`config.mk`:
```
export PLATFORM = sky130hd
export DESIGN_NAME = dda_line_rasterizer_core
export DESIGN_NICKNAME = d
export VERILOG_FILES = /design/src/hw/rtl/dlr_pkg.sv /design/src/hw/rtl/dda_line_rasterizer_core.sv /design/src/hw/rtl/dlr_front.sv /design/src/hw/rtl/dlr_back.sv
export SDC_FILE = /design/constraint.sdc
export NUM_CORES = 1
export LEC_CHECK = 0
export BUFFER_PORTS_ARGS = -buffer_cell sky130_fd_sc_hd__buf_2
export CAP_MARGIN = 20
export CORE_UTILIZATION = 35
export DETAILED_ROUTE_END_ITERATION = 12
export PLACE_DENSITY = 0.59
export SLEW_MARGIN = 20
export SYNTH_ARGS = -nofsm -noshare
export SYNTH_HDL_FRONTEND = slang
export SYNTH_SLANG_ARGS = --single-unit
```
`constraint.sdc`:
```
create_clock -name clk -period 7 [get_ports clk]
set_clock_uncertainty 0.05 [all_clocks]
set_input_delay 0.35 -clock clk [delete_from_list [all_inputs] [get_ports clk]]
set_output_delay 0.35 -clock clk [all_outputs]
set_load 0.03 [all_outputs]
```
`src/hw/rtl/dlr_pkg.sv`:
```
// Shared types and constants for the DDA line rasteriser.
// No dependencies; imported by every module of the block.
`timescale 1ns / 1ps

package dlr_pkg;

  // Coordinate and screen-size widths
  localparam int COORD_BITS = 14;
  localparam int DIM_W      = 13;
  localparam int COLOR_W    = 32;

  // Error term holds values below four times the major span
  localparam int ERR_W      = COORD_BITS + 2;
  // Width for unsigned compare of a coordinate against a screen size
  localparam int CMP_W      = COORD_BITS + DIM_W;

  // Queue geometry shared by the command and result queues
  localparam int QUEUE_DEPTH = 2;
  localparam int PTR_W       = 1;
  localparam int CNT_W       = 2;

  // Configuration register indexes and reset values
  localparam int CFG_IDX_W = 1;
  localparam logic [CFG_IDX_W-1:0] CFG_SCREEN_WIDTH  = 1'b0;
  localparam logic [CFG_IDX_W-1:0] CFG_SCREEN_HEIGHT = 1'b1;
  localparam logic [DIM_W-1:0] SCREEN_WIDTH_RST  = 13'd640;
  localparam logic [DIM_W-1:0] SCREEN_HEIGHT_RST = 13'd480;

  // Input action codes
  localparam logic ACTION_LOAD = 1'b0;
  localparam logic ACTION_STEP = 1'b1;

  // Classified command passed from front to back
  typedef struct packed {
    logic                         is_load;
    logic                         major_is_x;
    logic                         maj_neg;
    logic                         min_neg;
    logic signed [COORD_BITS-1:0] origin_maj;
    logic signed [COORD_BITS-1:0] origin_min;
    logic signed [COORD_BITS-1:0] target_maj;
    logic        [COORD_BITS-1:0] dmaj_abs;
    logic        [COORD_BITS-1:0] dmin_abs;
    logic        [COLOR_W-1:0]    color;
  } cmd_t;

  // Screen bounds handed to the back end
  typedef struct packed {
    logic [DIM_W-1:0] width;
    logic [DIM_W-1:0] height;
  } dims_t;

  // One produced pixel
  typedef struct packed {
    logic signed [COORD_BITS-1:0] x;
    logic signed [COORD_BITS-1:0] y;
    logic        [COLOR_W-1:0]    color;
    logic                         visible;
    logic                         last;
  } pix_t;

endpackage

```
`src/hw/rtl/dda_line_rasterizer_core.sv`:
```
// Top level of the DDA line rasteriser: screen-size registers, front end
// and back end. Depends on dlr_pkg, dlr_front and dlr_back.
`timescale 1ns / 1ps

// Draws straight segments one pixel per clock. A load item (action 0) stores
// both endpoints and a colour and replaces any segment in progress; each step
// item (action 1) then yields the next pixel, from the start point to the end
// point inclusive, with the final one flagged last; a step with no segment in
// progress yields nothing. Pixels are flagged visible when 0 <= x < width and
// 0 <= y < height. Both sides behave as queues: the front holds a two-entry
// command queue and the back a two-entry result queue, so one item is taken
// every clock while results are being drained, and a step item's pixel is
// registered in the command queue and then the result queue before it shows
// on the output. Throughput is set by the back end's segment walker, which
// retires one command per clock; it stalls only when the result queue is
// full. Write the screen size only while no item is in flight.
module dda_line_rasterizer_core import dlr_pkg::*; (
  input  logic                         clk,
  input  logic                         rst_n,
  // Configuration
  input  logic                         cfg_we,
  input  logic [CFG_IDX_W-1:0]         cfg_index,
  input  logic [DIM_W-1:0]             cfg_data,
  // Input queue side
  input  logic                         push,
  output logic                         full,
  input  logic                         in_action,
  input  logic signed [COORD_BITS-1:0] in_start_x,
  input  logic signed [COORD_BITS-1:0] in_start_y,
  input  logic signed [COORD_BITS-1:0] in_end_x,
  input  logic signed [COORD_BITS-1:0] in_end_y,
  input  logic        [COLOR_W-1:0]    in_color,
  // Result queue side
  output logic                         empty,
  input  logic                         pop,
  output logic signed [COORD_BITS-1:0] out_pixel_x,
  output logic signed [COORD_BITS-1:0] out_pixel_y,
  output logic        [COLOR_W-1:0]    out_pixel_color,
  output logic                         out_visible,
  output logic                         out_last
);

  logic [DIM_W-1:0] screen_width_r, screen_height_r;
  logic             cmd_valid, cmd_pop;
  cmd_t             cmd;
  dims_t            dims;
  pix_t             pix;

  // Screen-size registers
  always_ff @(posedge clk) begin
    if (!rst_n) begin
      screen_width_r  <= SCREEN_WIDTH_RST;
      screen_height_r <= SCREEN_HEIGHT_RST;
    end else if (cfg_we) begin
      case (cfg_index)
        CFG_SCREEN_WIDTH:  screen_width_r  <= cfg_data;
        CFG_SCREEN_HEIGHT: screen_height_r <= cfg_data;
        default: ;
      endcase
    end
  end

  assign dims.width    = screen_width_r;
  assign dims.height   = screen_height_r;

  dlr_front u_front (
    .clk        (clk),
    .rst_n      (rst_n),
    .push       (push),
    .full       (full),
    .in_action  (in_action),
    .in_start_x (in_start_x),
    .in_start_y (in_start_y),
    .in_end_x   (in_end_x),
    .in_end_y   (in_end_y),
    .in_color   (in_color),
    .cmd_valid  (cmd_valid),
    .cmd        (cmd),
    .cmd_pop    (cmd_pop)
  );

  dlr_back u_back (
    .clk       (clk),
    .rst_n     (rst_n),
    .cmd_valid (cmd_valid),
    .cmd       (cmd),
    .cmd_pop   (cmd_pop),
    .dims      (dims),
    .empty     (empty),
    .pop       (pop),
    .pix       (pix)
  );

  // Present the oldest result
  assign out_pixel_x     = pix.x;
  assign out_pixel_y     = pix.y;
  assign out_pixel_color = pix.color;
  assign out_visible     = pix.visible;
  assign out_last        = pix.last;

endmodule

```
`src/hw/rtl/dlr_front.sv`:
```
// Front end: accepts items, classifies segments and queues commands.
// Depends on dlr_pkg.
`timescale 1ns / 1ps

module dlr_front import dlr_pkg::*; (
  input  logic                         clk,
  input  logic                         rst_n,
  input  logic                         push,
  output logic                         full,
  input  logic                         in_action,
  input  logic signed [COORD_BITS-1:0] in_start_x,
  input  logic signed [COORD_BITS-1:0] in_start_y,
  input  logic signed [COORD_BITS-1:0] in_end_x,
  input  logic signed [COORD_BITS-1:0] in_end_y,
  input  logic        [COLOR_W-1:0]    in_color,
  output logic                         cmd_valid,
  output cmd_t                         cmd,
  input  logic                         cmd_pop
);

  logic signed [COORD_BITS:0]   dx, dy;
  logic        [COORD_BITS:0]   adx_w, ady_w;
  logic        [COORD_BITS-1:0] adx, ady;
  logic                         major_is_x;
  cmd_t                         cmd_in;

  cmd_t             q_r [QUEUE_DEPTH];
  logic [PTR_W-1:0] wr_ptr_r, rd_ptr_r;
  logic [CNT_W-1:0] cnt_r;
  logic             wr_en;

  // Classify: signed spans, magnitudes and major axis (ties go y-major)
  always_comb begin
    dx    = $signed({in_end_x[COORD_BITS-1], in_end_x})
          - $signed({in_start_x[COORD_BITS-1], in_start_x});
    dy    = $signed({in_end_y[COORD_BITS-1], in_end_y})
          - $signed({in_start_y[COORD_BITS-1], in_start_y});
    adx_w = dx[COORD_BITS] ? -dx : dx;
    ady_w = dy[COORD_BITS] ? -dy : dy;
    adx   = adx_w[COORD_BITS-1:0];
    ady   = ady_w[COORD_BITS-1:0];
    major_is_x = ady < adx;

    cmd_in            = '0;
    cmd_in.is_load    = (in_action == ACTION_LOAD);
    cmd_in.major_is_x = major_is_x;
    cmd_in.color      = in_color;
    if (major_is_x) begin
      cmd_in.origin_maj = in_start_x;
      cmd_in.origin_min = in_start_y;
      cmd_in.target_maj = in_end_x;
      cmd_in.maj_neg    = dx[COORD_BITS];
      cmd_in.min_neg    = dy[COORD_BITS];
      cmd_in.dmaj_abs   = adx;
      cmd_in.dmin_abs   = ady;
    end else begin
      cmd_in.origin_maj = in_start_y;
      cmd_in.origin_min = in_start_x;
      cmd_in.target_maj = in_end_y;
      cmd_in.maj_neg    = dy[COORD_BITS];
      cmd_in.min_neg    = dx[COORD_BITS];
      cmd_in.dmaj_abs   = ady;
      cmd_in.dmin_abs   = adx;
    end
  end

  // Command queue status
  assign full      = (cnt_r == CNT_W'(QUEUE_DEPTH));
  assign cmd_valid = (cnt_r != '0);
  assign cmd       = q_r[rd_ptr_r];
  assign wr_en     = push && !full;

  // Advance pointers and fill count
  always_ff @(posedge clk) begin
    if (!rst_n) begin
      wr_ptr_r <= '0;
      rd_ptr_r <= '0;
      cnt_r    <= '0;
    end else begin
      if (wr_en) wr_ptr_r <= wr_ptr_r + 1'b1;
      if (cmd_pop) rd_ptr_r <= rd_ptr_r + 1'b1;
      if (wr_en && !cmd_pop) cnt_r <= cnt_r + 1'b1;
      else if (!wr_en && cmd_pop) cnt_r <= cnt_r - 1'b1;
    end
  end

  // Hold queued commands
  always_ff @(posedge clk) begin
    if (wr_en) q_r[wr_ptr_r] <= cmd_in;
  end

endmodule

```
`src/hw/rtl/dlr_back.sv`:
```
// Back end: walks the active segment one pixel per step, clips, and
// queues results. Depends on dlr_pkg.
`timescale 1ns / 1ps

module dlr_back import dlr_pkg::*; (
  input  logic                         clk,
  input  logic                         rst_n,
  input  logic                         cmd_valid,
  input  cmd_t                         cmd,
  output logic                         cmd_pop,
  input  dims_t                        dims,
  output logic                         empty,
  input  logic                         pop,
  output pix_t                         pix
);

  // Segment state
  logic                         active_r, active_nxt;
  logic                         major_is_x_r, major_is_x_nxt;
  logic                         maj_neg_r, maj_neg_nxt;
  logic                         min_neg_r, min_neg_nxt;
  logic signed [COORD_BITS-1:0] major_pos_r, major_pos_nxt;
  logic signed [COORD_BITS-1:0] minor_pos_r, minor_pos_nxt;
  logic signed [COORD_BITS-1:0] target_r, target_nxt;
  logic        [ERR_W-1:0]      err_r, err_nxt;
  logic        [ERR_W-1:0]      two_dmaj_r, two_dmaj_nxt;
  logic        [ERR_W-1:0]      two_dmin_r, two_dmin_nxt;
  logic        [COLOR_W-1:0]    color_r, color_nxt;

  // Result queue
  pix_t             oq_r [QUEUE_DEPTH];
  logic [PTR_W-1:0] oq_wr_ptr_r, oq_rd_ptr_r;
  logic [CNT_W-1:0] oq_cnt_r;
  logic             oq_full, oq_pop;

  logic                         emit, last;
  logic        [ERR_W-1:0]      err_sum;
  logic                         minor_carry;
  logic signed [COORD_BITS-1:0] px, py;
  logic        [CMP_W-1:0]      px_u, py_u, w_u, h_u;
  pix_t                         pix_in;

  assign oq_full = (oq_cnt_r == CNT_W'(QUEUE_DEPTH));
  assign empty   = (oq_cnt_r == '0);
  assign oq_pop  = pop && !empty;
  assign pix     = oq_r[oq_rd_ptr_r];

  // Retire loads and idle steps at once; a live step waits for queue room
  assign emit    = cmd_valid && !cmd.is_load && active_r && !oq_full;
  assign cmd_pop = cmd_valid && (cmd.is_load || !active_r || !oq_full);

  // Form the current pixel and clip it
  always_comb begin
    px   = major_is_x_r ? major_pos_r : minor_pos_r;
    py   = major_is_x_r ? minor_pos_r : major_pos_r;
    last = (major_pos_r == target_r);
    px_u = {{DIM_W{1'b0}}, px};
    py_u = {{DIM_W{1'b0}}, py};
    w_u  = {{COORD_BITS{1'b0}}, dims.width};
    h_u  = {{COORD_BITS{1'b0}}, dims.height};

    pix_in.x       = px;
    pix_in.y       = py;
    pix_in.color   = color_r;
    pix_in.last    = last;
    pix_in.visible = !px[COORD_BITS-1] && !py[COORD_BITS-1] &&
                     (px_u < w_u) && (py_u < h_u);
  end

  // Next segment state: load, or advance the error term by one major step
  always_comb begin
    err_sum     = err_r + two_dmin_r;
    minor_carry = (err_sum >= two_dmaj_r);

    active_nxt     = active_r;
    major_is_x_nxt = major_is_x_r;
    maj_neg_nxt    = maj_neg_r;
    min_neg_nxt    = min_neg_r;
    major_pos_nxt  = major_pos_r;
    minor_pos_nxt  = minor_pos_r;
    target_nxt     = target_r;
    err_nxt        = err_r;
    two_dmaj_nxt   = two_dmaj_r;
    two_dmin_nxt   = two_dmin_r;
    color_nxt      = color_r;

    if (cmd_pop && cmd.is_load) begin
      active_nxt     = 1'b1;
      major_is_x_nxt = cmd.major_is_x;
      maj_neg_nxt    = cmd.maj_neg;
      min_neg_nxt    = cmd.min_neg;
      major_pos_nxt  = cmd.origin_maj;
      minor_pos_nxt  = cmd.origin_min;
      target_nxt     = cmd.target_maj;
      err_nxt        = ERR_W'(cmd.dmaj_abs);
      two_dmaj_nxt   = ERR_W'({cmd.dmaj_abs, 1'b0});
      two_dmin_nxt   = ERR_W'({cmd.dmin_abs, 1'b0});
      color_nxt      = cmd.color;
    end else if (emit) begin
      if (last) begin
        active_nxt = 1'b0;
      end else begin
        major_pos_nxt = maj_neg_r ? major_pos_r - 1'b1 : major_pos_r + 1'b1;
        if (minor_carry) begin
          err_nxt       = err_sum - two_dmaj_r;
          minor_pos_nxt = min_neg_r ? minor_pos_r - 1'b1 : minor_pos_r + 1'b1;
        end else begin
          err_nxt = err_sum;
        end
      end
    end
  end

  // Hold segment control state
  always_ff @(posedge clk) begin
    if (!rst_n) begin
      active_r <= 1'b0;
    end else begin
      active_r <= active_nxt;
    end
  end

  // Hold segment datapath state
  always_ff @(posedge clk) begin
    major_is_x_r <= major_is_x_nxt;
    maj_neg_r    <= maj_neg_nxt;
    min_neg_r    <= min_neg_nxt;
    major_pos_r  <= major_pos_nxt;
    minor_pos_r  <= minor_pos_nxt;
    target_r     <= target_nxt;
    err_r        <= err_nxt;
    two_dmaj_r   <= two_dmaj_nxt;
    two_dmin_r   <= two_dmin_nxt;
    color_r      <= color_nxt;
  end

  // Advance result queue pointers and count
  always_ff @(posedge clk) begin
    if (!rst_n) begin
      oq_wr_ptr_r <= '0;
      oq_rd_ptr_r <= '0;
      oq_cnt_r    <= '0;
    end else begin
      if (emit) oq_wr_ptr_r <= oq_wr_ptr_r + 1'b1;
      if (oq_pop) oq_rd_ptr_r <= oq_rd_ptr_r + 1'b1;
      if (emit && !oq_pop) oq_cnt_r <= oq_cnt_r + 1'b1;
      else if (!emit && oq_pop) oq_cnt_r <= oq_cnt_r - 1'b1;
    end
  end

  // Hold queued pixels
  always_ff @(posedge clk) begin
    if (emit) oq_r[oq_wr_ptr_r] <= pix_in;
  end

endmodule

```
Word level (Yosys, flattened, before mapping)
Memory sizes are Yosys's and may differ from the RTL's. A register that Yosys moved wholly into a read port is not among the register bits. Cells that the tools add are included.

Mux-type cells: 33. Add/sub/neg operators: 18. Bitwise operators: 3. $lt $le $gt $ge: 4. Reductions and logical operators: 40. Equality and inequality tests: 4.

Operator list (count): 14-bit two-way mux (16); 72-bit two-way mux (1); 14-bit by 14-bit subtractor with 15-bit output (2); 14-bit by 1-bit adder with 14-bit output, second input constant (2); 14-bit by 13-bit < comparator with 1-bit output (2); 14-bit negator (2); 14-bit by 1-bit subtractor with 14-bit output, second input constant (2); 16-bit by 15-bit adder with 16-bit output (1); 16-bit by 15-bit greater-or-equal comparator with 1-bit output (1); 16-bit two-way mux (1); 16-bit by 15-bit subtractor with 16-bit output (1); 14-bit equality test (1); 1-bit logical AND (14); 14-bit < comparator (1); 2-bit nonzero test (6); 1-bit logical NOT (11); 1-bit two-way mux (11); 2-bit AND reduction (5); 2-bit two-way mux (4); 1-bit adder, second input constant (4); 2-bit by 1-bit adder with 2-bit output, second input constant (2); 2-bit equality test, second input constant (2); 2-bit by 1-bit subtractor with 2-bit output, second input constant (2); 1-bit NOT (3); 4 further kinds (5).

Logic and storage cells: 124. Memories: 2. Register bits after elaboration: 156. Memory bits (writable): 336. Output and inout port bits: 64.

Memory list: u_front.q_r (words 2, width 106, read ports 1, clocked after Yosys merged registers in 1, wr ports 1, RTL line dlr_front.sv:27) `cmd_t q_r [QUEUE_DEPTH];`; u_back.oq_r (words 2, width 62, read ports 1, clocked after Yosys merged registers in 1, wr ports 1, RTL line dlr_back.sv:31) `pix_t oq_r [QUEUE_DEPTH];`.

Longest topological paths before layout
Gate-level depths: netlist of run 1.

Depth after elaboration: 8. Depth in mapped cells: 23.

Hierarchy
From an unflattened synthesis of run 1, not the netlist that was laid out.

Cell total of the unflattened synthesis: 1861. Area total of the unflattened synthesis: 24629.9 um^2.

Modules (own cells, without submodules): dlr_back (seq. area each 7457.2 um^2, area an instance 12583.3 um^2, times used 1, cells an instance 948); dlr_front (seq. area each 6466.2 um^2, area an instance 11006.8 um^2, times used 1, cells an instance 805); dda_line_rasterizer_core (seq. area each 520.5 um^2, area an instance 1039.7 um^2, times used 1, cells an instance 108).

Worst setup path before layout of run 1
Ideal clock, no wire load.

Path kind: flip-flop to flip-flop. Start: register u_front.cnt_r[0]. End: memory u_front.q_r[0][0] (netlist bit) (enable). Library setup time: 0.573 ns. Path slack: 1.344 ns. Clock period less this slack: 5.656 ns. Stages on the path, launching flop included: 4. Arrival time: 5.033 ns. Path through: dfxtp_1 -> nand2b_1 -> nand2_1 -> nor2_1.

Word-level cells in the longest chain between the ends: 5.

RTL lines: start: declaration (RTL line dlr_front.sv:29) `logic [CNT_W-1:0] cnt_r;`; start signal: assignment (RTL line dlr_front.sv:82) `if (wr_en && !cmd_pop) cnt_r <= cnt_r + 1'b1;`; start signal: assignment (RTL line dlr_front.sv:83) `else if (!wr_en && cmd_pop) cnt_r <= cnt_r - 1'b1;`; 2-bit equality test (RTL line dlr_front.sv:68) `assign full = (cnt_r == CNT_W'(QUEUE_DEPTH));`; 1-bit logical NOT (RTL line dlr_front.sv:71) `assign wr_en = push && !full;`; 1-bit logical AND (RTL line dlr_front.sv:71); 1-bit two-way mux (RTL line dlr_front.sv:89) `if (wr_en) q_r[wr_ptr_r] <= cmd_in;`; 1-bit two-way mux (not written as such) (RTL line dlr_front.sv:89); end: declaration (RTL line dlr_front.sv:27).

Every way passes these cells.

==> results.py, run 1 <==
metrics = {
    "drt": {
        "drc": 0,
        "routedWlPerCell_um": 18.8,
        "drt_iter0_drc": 900,
        "routed_wl_um": 57700,
        "viasPerCell": 5.00,
        "vias": 15400,
        "ant_nets": 0,
        "drt_first_pass_iters": 6,
    },
    "cells_and_area": {
        "final_cell_mix": "edfxtp_1, mux2_2, buf_2, nand2_1, inv_1",
        "area_growth_pct": 18.0,
        "final-instance-count-excl-fill": 3074,
        "insertedDiodeCount": 0,
        "nets": 2332,
        "drive_gt1_frac": 0.234,
        "fill_cells": 6371,
        "final_common_cell": "edfxtp_1",
    },
    "power_and_ir_drop": {
        "power_frac_comb": 0.447,
        "swShare": 0.373,
        "p_clk_frac": 0.208,
        "seqPwrFrac": 0.345,
        "power_density_nw_per_um2": 484,
        "p_switching_uw": 5180,
        "ir_drop_v": 0.000271,
        "p_int_uw": 8710,
        "leakage_uw": 0.0106,
    },
    "setup_path": {
        "cp_max_fo": 24,
        "endpoint_kind": "register",
        "startpoint_type": "primary input",
        "worstSetupPathType": "primary input to register",
        "worstPathRequired_ns": 7.28,
        "cp_data_arrival_time_ns": 6.05,
    },
    "place": {
        "port_buffers": 171,
        "place.gp.congestion": 0.901,
        "hpwl_um": 41300,
        "placedCellCount": 2918,
        "dp_slack_ns": 1.03,
    },
    "hold_path": {
        "hold_class": "primary input to register",
    },
    "sta": {
        "rsz0062_at_grt": "false",
        "fin_setup_tns_ns": 0,
        "slew_viol_final": 0,
        "hold_viol_final": 0,
        "relSlewSlack": 0.274,
        "clock.fmax_ghz": 0.173,
        "whs_ns": 0.0281,
        "finalCriticalPeriod_ns": 5.77,
        "final.period_utilization": 0.824,
        "worst_slack_ns": 1.23,
        "setup_viol": 0,
        "tightest_slew_ns": 1.08,
    },
    "floorplan": {
        "die_w_um": 265,
        "die_h_um": 265,
        "rows": 96,
        "ios": 172,
        "start_util": 0.354,
        "core_area_um2": 68600,
        "die-area_um2": 70500,
    },
    "grt": {
        "gr-usage-met2": 0.272,
        "met1_usage": 0.218,
        "grt_overflow": 0,
        "grt_pass1_vias": 15700,
        "busiest_layer": "met2",
        "grt_max_degree": 74,
        "grt_pass1_wl_um": 88900,
        "antenna_found_initial": 2,
        "met3_usage": 0.0253,
        "grt_usage": 0.163,
    },
    "yosys": {
        "ys.flop_type": "edfxtp_1",
        "synth-async-reset-ratio": 0,
        "ys_ff_latch": 494,
        "synth-edff-count": 455,
        "post_synth.cell_area_avg_um2": 13.1,
        "yosysWarnings": 0,
        "synth.distinct_cells": 93,
        "syn_area_um2": 24300,
        "syn_nets": 2090,
        "synth_cells": 1855,
        "yosysSeqAreaShare": 0.594,
    },
    "cts": {
        "clk_pin_slew_ns": 0.06,
        "clkLatencyLatePin_ns": 0.62,
        "cts_root_buffer": "clkbuf_16",
        "cts_tree": "done",
        "htree_levels": 2,
        "cts_hold_buf": 51,
        "cts_sinks": 494,
        "postCtsResizedCells": 0,
        "cts_setup_buffers": 0,
        "max-clock-path-buffers": 3,
        "numCtsBuffers": 54,
    },
    "run": {
        "cap_violations": 0,
    },
    "status": {
        "status": "completed",
    },
}
## worst max-delay path, stage by stage
cell and delay (ns):
dlygate4sd3_1 0.53, buf_2 0.13, ha_1 0.36, a21oi_2 0.11
o2111ai_2 0.24, o2111a_2 0.27, o221ai_1 0.16, a31oi_1 0.90
inv_1 0.24, o21ai_0 0.17, xor2_1 0.26, inv_1 0.08
ha_1 0.29, o21a_1 0.13, o2111ai_1 0.12, o21ai_0 0.20
a21oi_1 0.09, o21ai_4 0.54, buf_4 0.39, buf_4 0.29
o21ai_0 0.17
## cells in the mapped netlist, types with 26 or more instances
master,count,area [um^2]
edfxtp_1,455,13700
mux2_2,181,2040
inv_1,127,477
nand2_1,127,477
ha_1,121,1510
a21oi_1,97,485
nor2_1,89,334
o21ai_0,87,435
xnor2_1,69,604
mux2i_1,47,470
clkbuf_1,46,173
dfxtp_1,39,781
a21o_1,29,218
xor2_1,28,245
nor2b_1,26,163
## final timing paths
path	from	to	slack (ns)	cells past startpoint
worst min register to register	u_back.color_r[17]$_DFFE_PP_	u_back.oq_r[0][19]$_DFFE_PP_	0.39	0
worst max register to register	u_back.two_dmin_r[5]$_DFFE_PP_	u_back.err_r[1]$_DFFE_PP_	2.09	16
worst min-delay path	in_start_x[8]	u_front.q_r[1][82]$_DFFE_PP_	0.03	3
worst max-delay path	in_end_y[2]	u_front.q_r[1][81]$_DFFE_PP_	1.23	21
## power by group through the flow
stage | combinational (uW) | sequential [uW] | clock, uW
after detailed placement | 6140 | 4870 | 0
after CTS | 6210 | 4810 | 2980
after floorplan | 4730 | 4720 | 0
after global placement | 6030 | 4840 | 0
after global routing | 6910 | 4870 | 3080
final | 6200 | 4790 | 2890
## layout make-up
class	count	area (um^2)	area share
clock inverters	34	405	0.0141
clock buffers	68	1420	0.0497
flip-flops and latches	494	14400	0.504
inverters	129	487	0.0170
multi-input cells	1174	9170	0.320
repair buffers	244	1570	0.0548
well taps	931	1160	0.0406
## state kept, by name, summed over array words and instances (netlist names), 16 cells and up, named ones only
register / count
u_back.color_r: 32
u_back.err_r: 16
u_back.oq_r: 124
u_front.q_r: 212
## layer usage
layer	vias up	wire (um)
li1	7387	-
met3	80	2850
met5	-	13
met2	359	27100
met4	2	1340
met1	7551	26400
## through the flow
step | total power [uW] | utilization | instance area [um^2]
final | 13900 | 0.418 | 28700
after CTS | 14000 | 0.417 | 28600
after floorplan | 9440 | - | 24300
after global placement | 10900 | 0.383 | 26300
after global routing | 14900 | 0.418 | 28700
after detailed placement | 11000 | 0.383 | 26300
## kinds of logic (layout without fill, tap and decap cells)
family,count (synthesis),in the layout,share of synthesized area
compound gates,351,351,0.0941
fa+ha+maj,127,127,0.0672
xor+xnor,99,99,0.0366
simple gates,368,368,0.0731
mux,229,229,0.104
buf+inv,187,475,0.0304
flops,494,494,0.594
(Power assumes the default switching activity.)
==> inputs of run 2 (changes only) <==
==> constraint.sdc (replaced) <==
create_clock -name clk -period 5.4 [get_ports clk]
set_clock_uncertainty 0.05 [all_clocks]
set_input_delay 0.27 -clock clk [delete_from_list [all_inputs] [get_ports clk]]
set_output_delay 0.27 -clock clk [all_outputs]
set_load 0.03 [all_outputs]
==> run 2 against run 1 <==
Against the previous run: final area rose by 1.7%; largest cell class unchanged; clock-buffer cell count did not move; clock power rose by 31%; highest routed layer is now met4.
==> results.py, run 2 (synthesized netlist as in run 1, its figures left out) <==
metrics = {
    "setup_path": {
        "worstSetupPathType": "primary input to register",
        "cp_common_cell": "inv_1",
        "worstPathRequired_ns": 5.72,
        "cp_max_fo": 54,
        "rr_endpoint": "u_back.err_r[1]$_DFFE_PP_",
        "r2r_slack_ns": 0.69,
        "slowest_delay_ns": 0.54,
        "r2r_start": "u_back.two_dmin_r[5]$_DFFE_PP_",
        "crit_chain": "dlygate4sd3_1 -> buf_2 -> inv_1 -> ha_1 -> inv_1 -> fa_1 -> a21oi_2 -> o2111ai_2 -> o2111a_2 -> o221ai_1 -> a31oi_2 -> inv_1 -> o21ai_0 -> xor2_1 -> inv_1 -> ha_1 -> o21a_1 -> o2111ai_1 -> o21ai_0 -> a21oi_1 -> o21ai_4 -> buf_12 -> o21ai_0",
        "rr_worst_depth": 17,
        "startpoint_type": "primary input",
        "cp_data_arrival_time_ns": 5.45,
        "critical-path-slowest-cell": "dlygate4sd3_1",
        "endpoint_kind": "register",
    },
    "cts": {
        "cts_root_buffer": "clkbuf_16",
        "max-clock-path-buffers": 3,
        "cts_sinks": 494,
        "clkLatencyLatePin_ns": 0.61,
        "numCtsBuffers": 55,
        "htree_levels": 2,
        "clk_pin_slew_ns": 0.06,
        "cts_setup_buffers": 0,
        "cts_tree": "done",
    },
    "place": {
        "hpwl_um": 41500,
        "placed_cell_area_um2": 26400,
        "place.gp.congestion": 0.863,
        "dp_slack_ns": -0.0894,
        "port_buffers": 171,
    },
    "grt": {
        "grt_pass1_vias": 15800,
        "grt_max_degree": 74,
        "antenna_found_initial": 0,
        "grt_usage": 0.164,
        "grt_pass1_wl_um": 89500,
        "grt_overflow": 0,
    },
    "hold_path": {
        "hold_path_end": "u_front.q_r[1][70]$_DFFE_PP_",
        "hold_class": "primary input to register",
        "hold_depth": 2,
        "hp-start": "in_end_y[10]",
    },
    "floorplan": {
        "ios": 172,
        "core_area_um2": 68600,
        "rows": 96,
        "die_w_um": 265,
        "start_util": 0.354,
        "die-area_um2": 70500,
        "die_h_um": 265,
    },
    "power_and_ir_drop": {
        "ir_drop_v": 0.000324,
        "seqPwrFrac": 0.344,
        "p_int_uw": 11400,
        "swShare": 0.370,
        "p_total_uw": 18100,
        "leakage_uw": 0.0109,
        "p_clk_frac": 0.209,
        "p_switching_uw": 6710,
        "power_density_nw_per_um2": 621,
        "power_frac_comb": 0.447,
    },
    "sta": {
        "clock.fmax_ghz": 0.195,
        "final.period_utilization": 0.950,
        "relSlewSlack": 0.241,
        "setup_viol": 0,
        "finalCriticalPeriod_ns": 5.13,
        "tightest_slew_ns": 1.14,
        "rsz0062_at_grt": "false",
        "whs_ns": 0.0456,
        "worst_slack_ns": 0.268,
        "slew_viol_final": 0,
        "hold_viol_final": 0,
    },
    "cells_and_area": {
        "drive_gt1_frac": 0.230,
        "area_growth_pct": 20.0,
        "final_cell_mix": "edfxtp_1, mux2_2, buf_2, nand2_1, inv_1",
        "design_area_um2": 29200,
        "largest-register": "u_front.q_r",
        "final_common_cell": "edfxtp_1",
        "nets": 2380,
        "largestRegisters": "u_front.q_r x212, u_back.oq_r x124, u_back.color_r x32",
        "seqCellArea_um2": 14400,
        "largest_register_ffs": 212,
        "insertedDiodeCount": 0,
        "fill_cells": 6315,
        "multiInputGateArea_um2": 9180,
    },
    "drt": {
        "ant_nets": 0,
        "routedWlPerCell_um": 18.7,
        "routed_wl_um": 58300,
        "vias": 15500,
        "drc": 0,
        "drt_first_pass_iters": 6,
        "viasPerCell": 4.96,
        "drt_iter0_drc": 884,
    },
    "run": {
        "cap_violations": 0,
    },
    "status": {
        "status": "completed",
    },
}
==> run 2: cell count changes in the layout (fill, tap and decap cells not counted), moves of 3 or more <==
cell and change:
buf_12 +3, buf_4 +3, clkinv_1 +6, clkinv_2 -3, clkinvlp_4 -4, dlygate4sd3_1 +42
o21ai_0 -3, o21ai_1 +3
==> run 2: layout make-up <==
type,instances,area share
clock buffers,68,0.0496
clock inverters,35,0.0141
inverters,129,0.0167
multi-input cells,1174,0.315
flip-flops and latches,494,0.495
well taps,931,0.0399
repair buffers,291,0.0696
==> run 2: routing by layer <==
layer  vias up  global-route usage  wire length, um
met3        71              0.0231             2710
met4         0              0.0433             1080
li1       7477                   -                -
met1      7542               0.218            26700
met2       380               0.279            27800
met5         -                   0                0
==> run 2: power by group through the flow <==
stage          Sequential, uW  Clock (uW)  Combinational (uW)
4_1_cts                  6230        3900                8130
6_report                 6230        3790                8100
5_1_grt                  6330        4040                8960
3_3_place_gp             6270           0                7830
3_5_place_dp             6310           0                8010
2_1_floorplan            6100           0                6130
==> run 2: stage by stage <==
step,utilization,instances,setup TNS (ns)
final,0.425,3122,0
after global routing,0.425,3122,0
after CTS,0.425,3122,0
after detailed placement,0.384,2926,-0.341
after global placement,0.384,2926,-0.219
after floorplan,-,1855,0
==> run 2: worst max path at each step <==
stage,startpoint,endpoint,slack (ns)
floorplan,u_back.two_dmin_r[5]$_DFFE_PP_,u_back.minor_pos_r[0]$_DFFE_PP_,0.60
global placement,in_start_x[0],u_front.q_r[1][92]$_DFFE_PP_,-0.11
detailed placement,in_start_x[0],u_front.q_r[1][92]$_DFFE_PP_,-0.09
CTS,in_start_x[7],u_front.q_r[0][92]$_DFFE_PP_,0.12
global route,in_end_y[0],u_front.q_r[0][74]$_DFFE_PP_,0.04
finish,in_end_y[0],u_front.q_r[0][95]$_DFFE_PP_,0.27
==> run 2: worst max-delay path: cells and delay by family <==
kind                     cells  cell delay [ns]
AO/OA/AOI/OAI               12             2.62
buffers and inverters        7             1.27
adder cells (fa/ha/maj)      3             0.91
XOR/XNOR                     1             0.32
==> run 2: timing repair <==
item | in CTS | in global routing
endpoints found under the hold margin | 164 | 0
hold buffers | 93 | 0
endpoints found under the setup margin | 0 | 71
gates resized for setup | 0 | 5
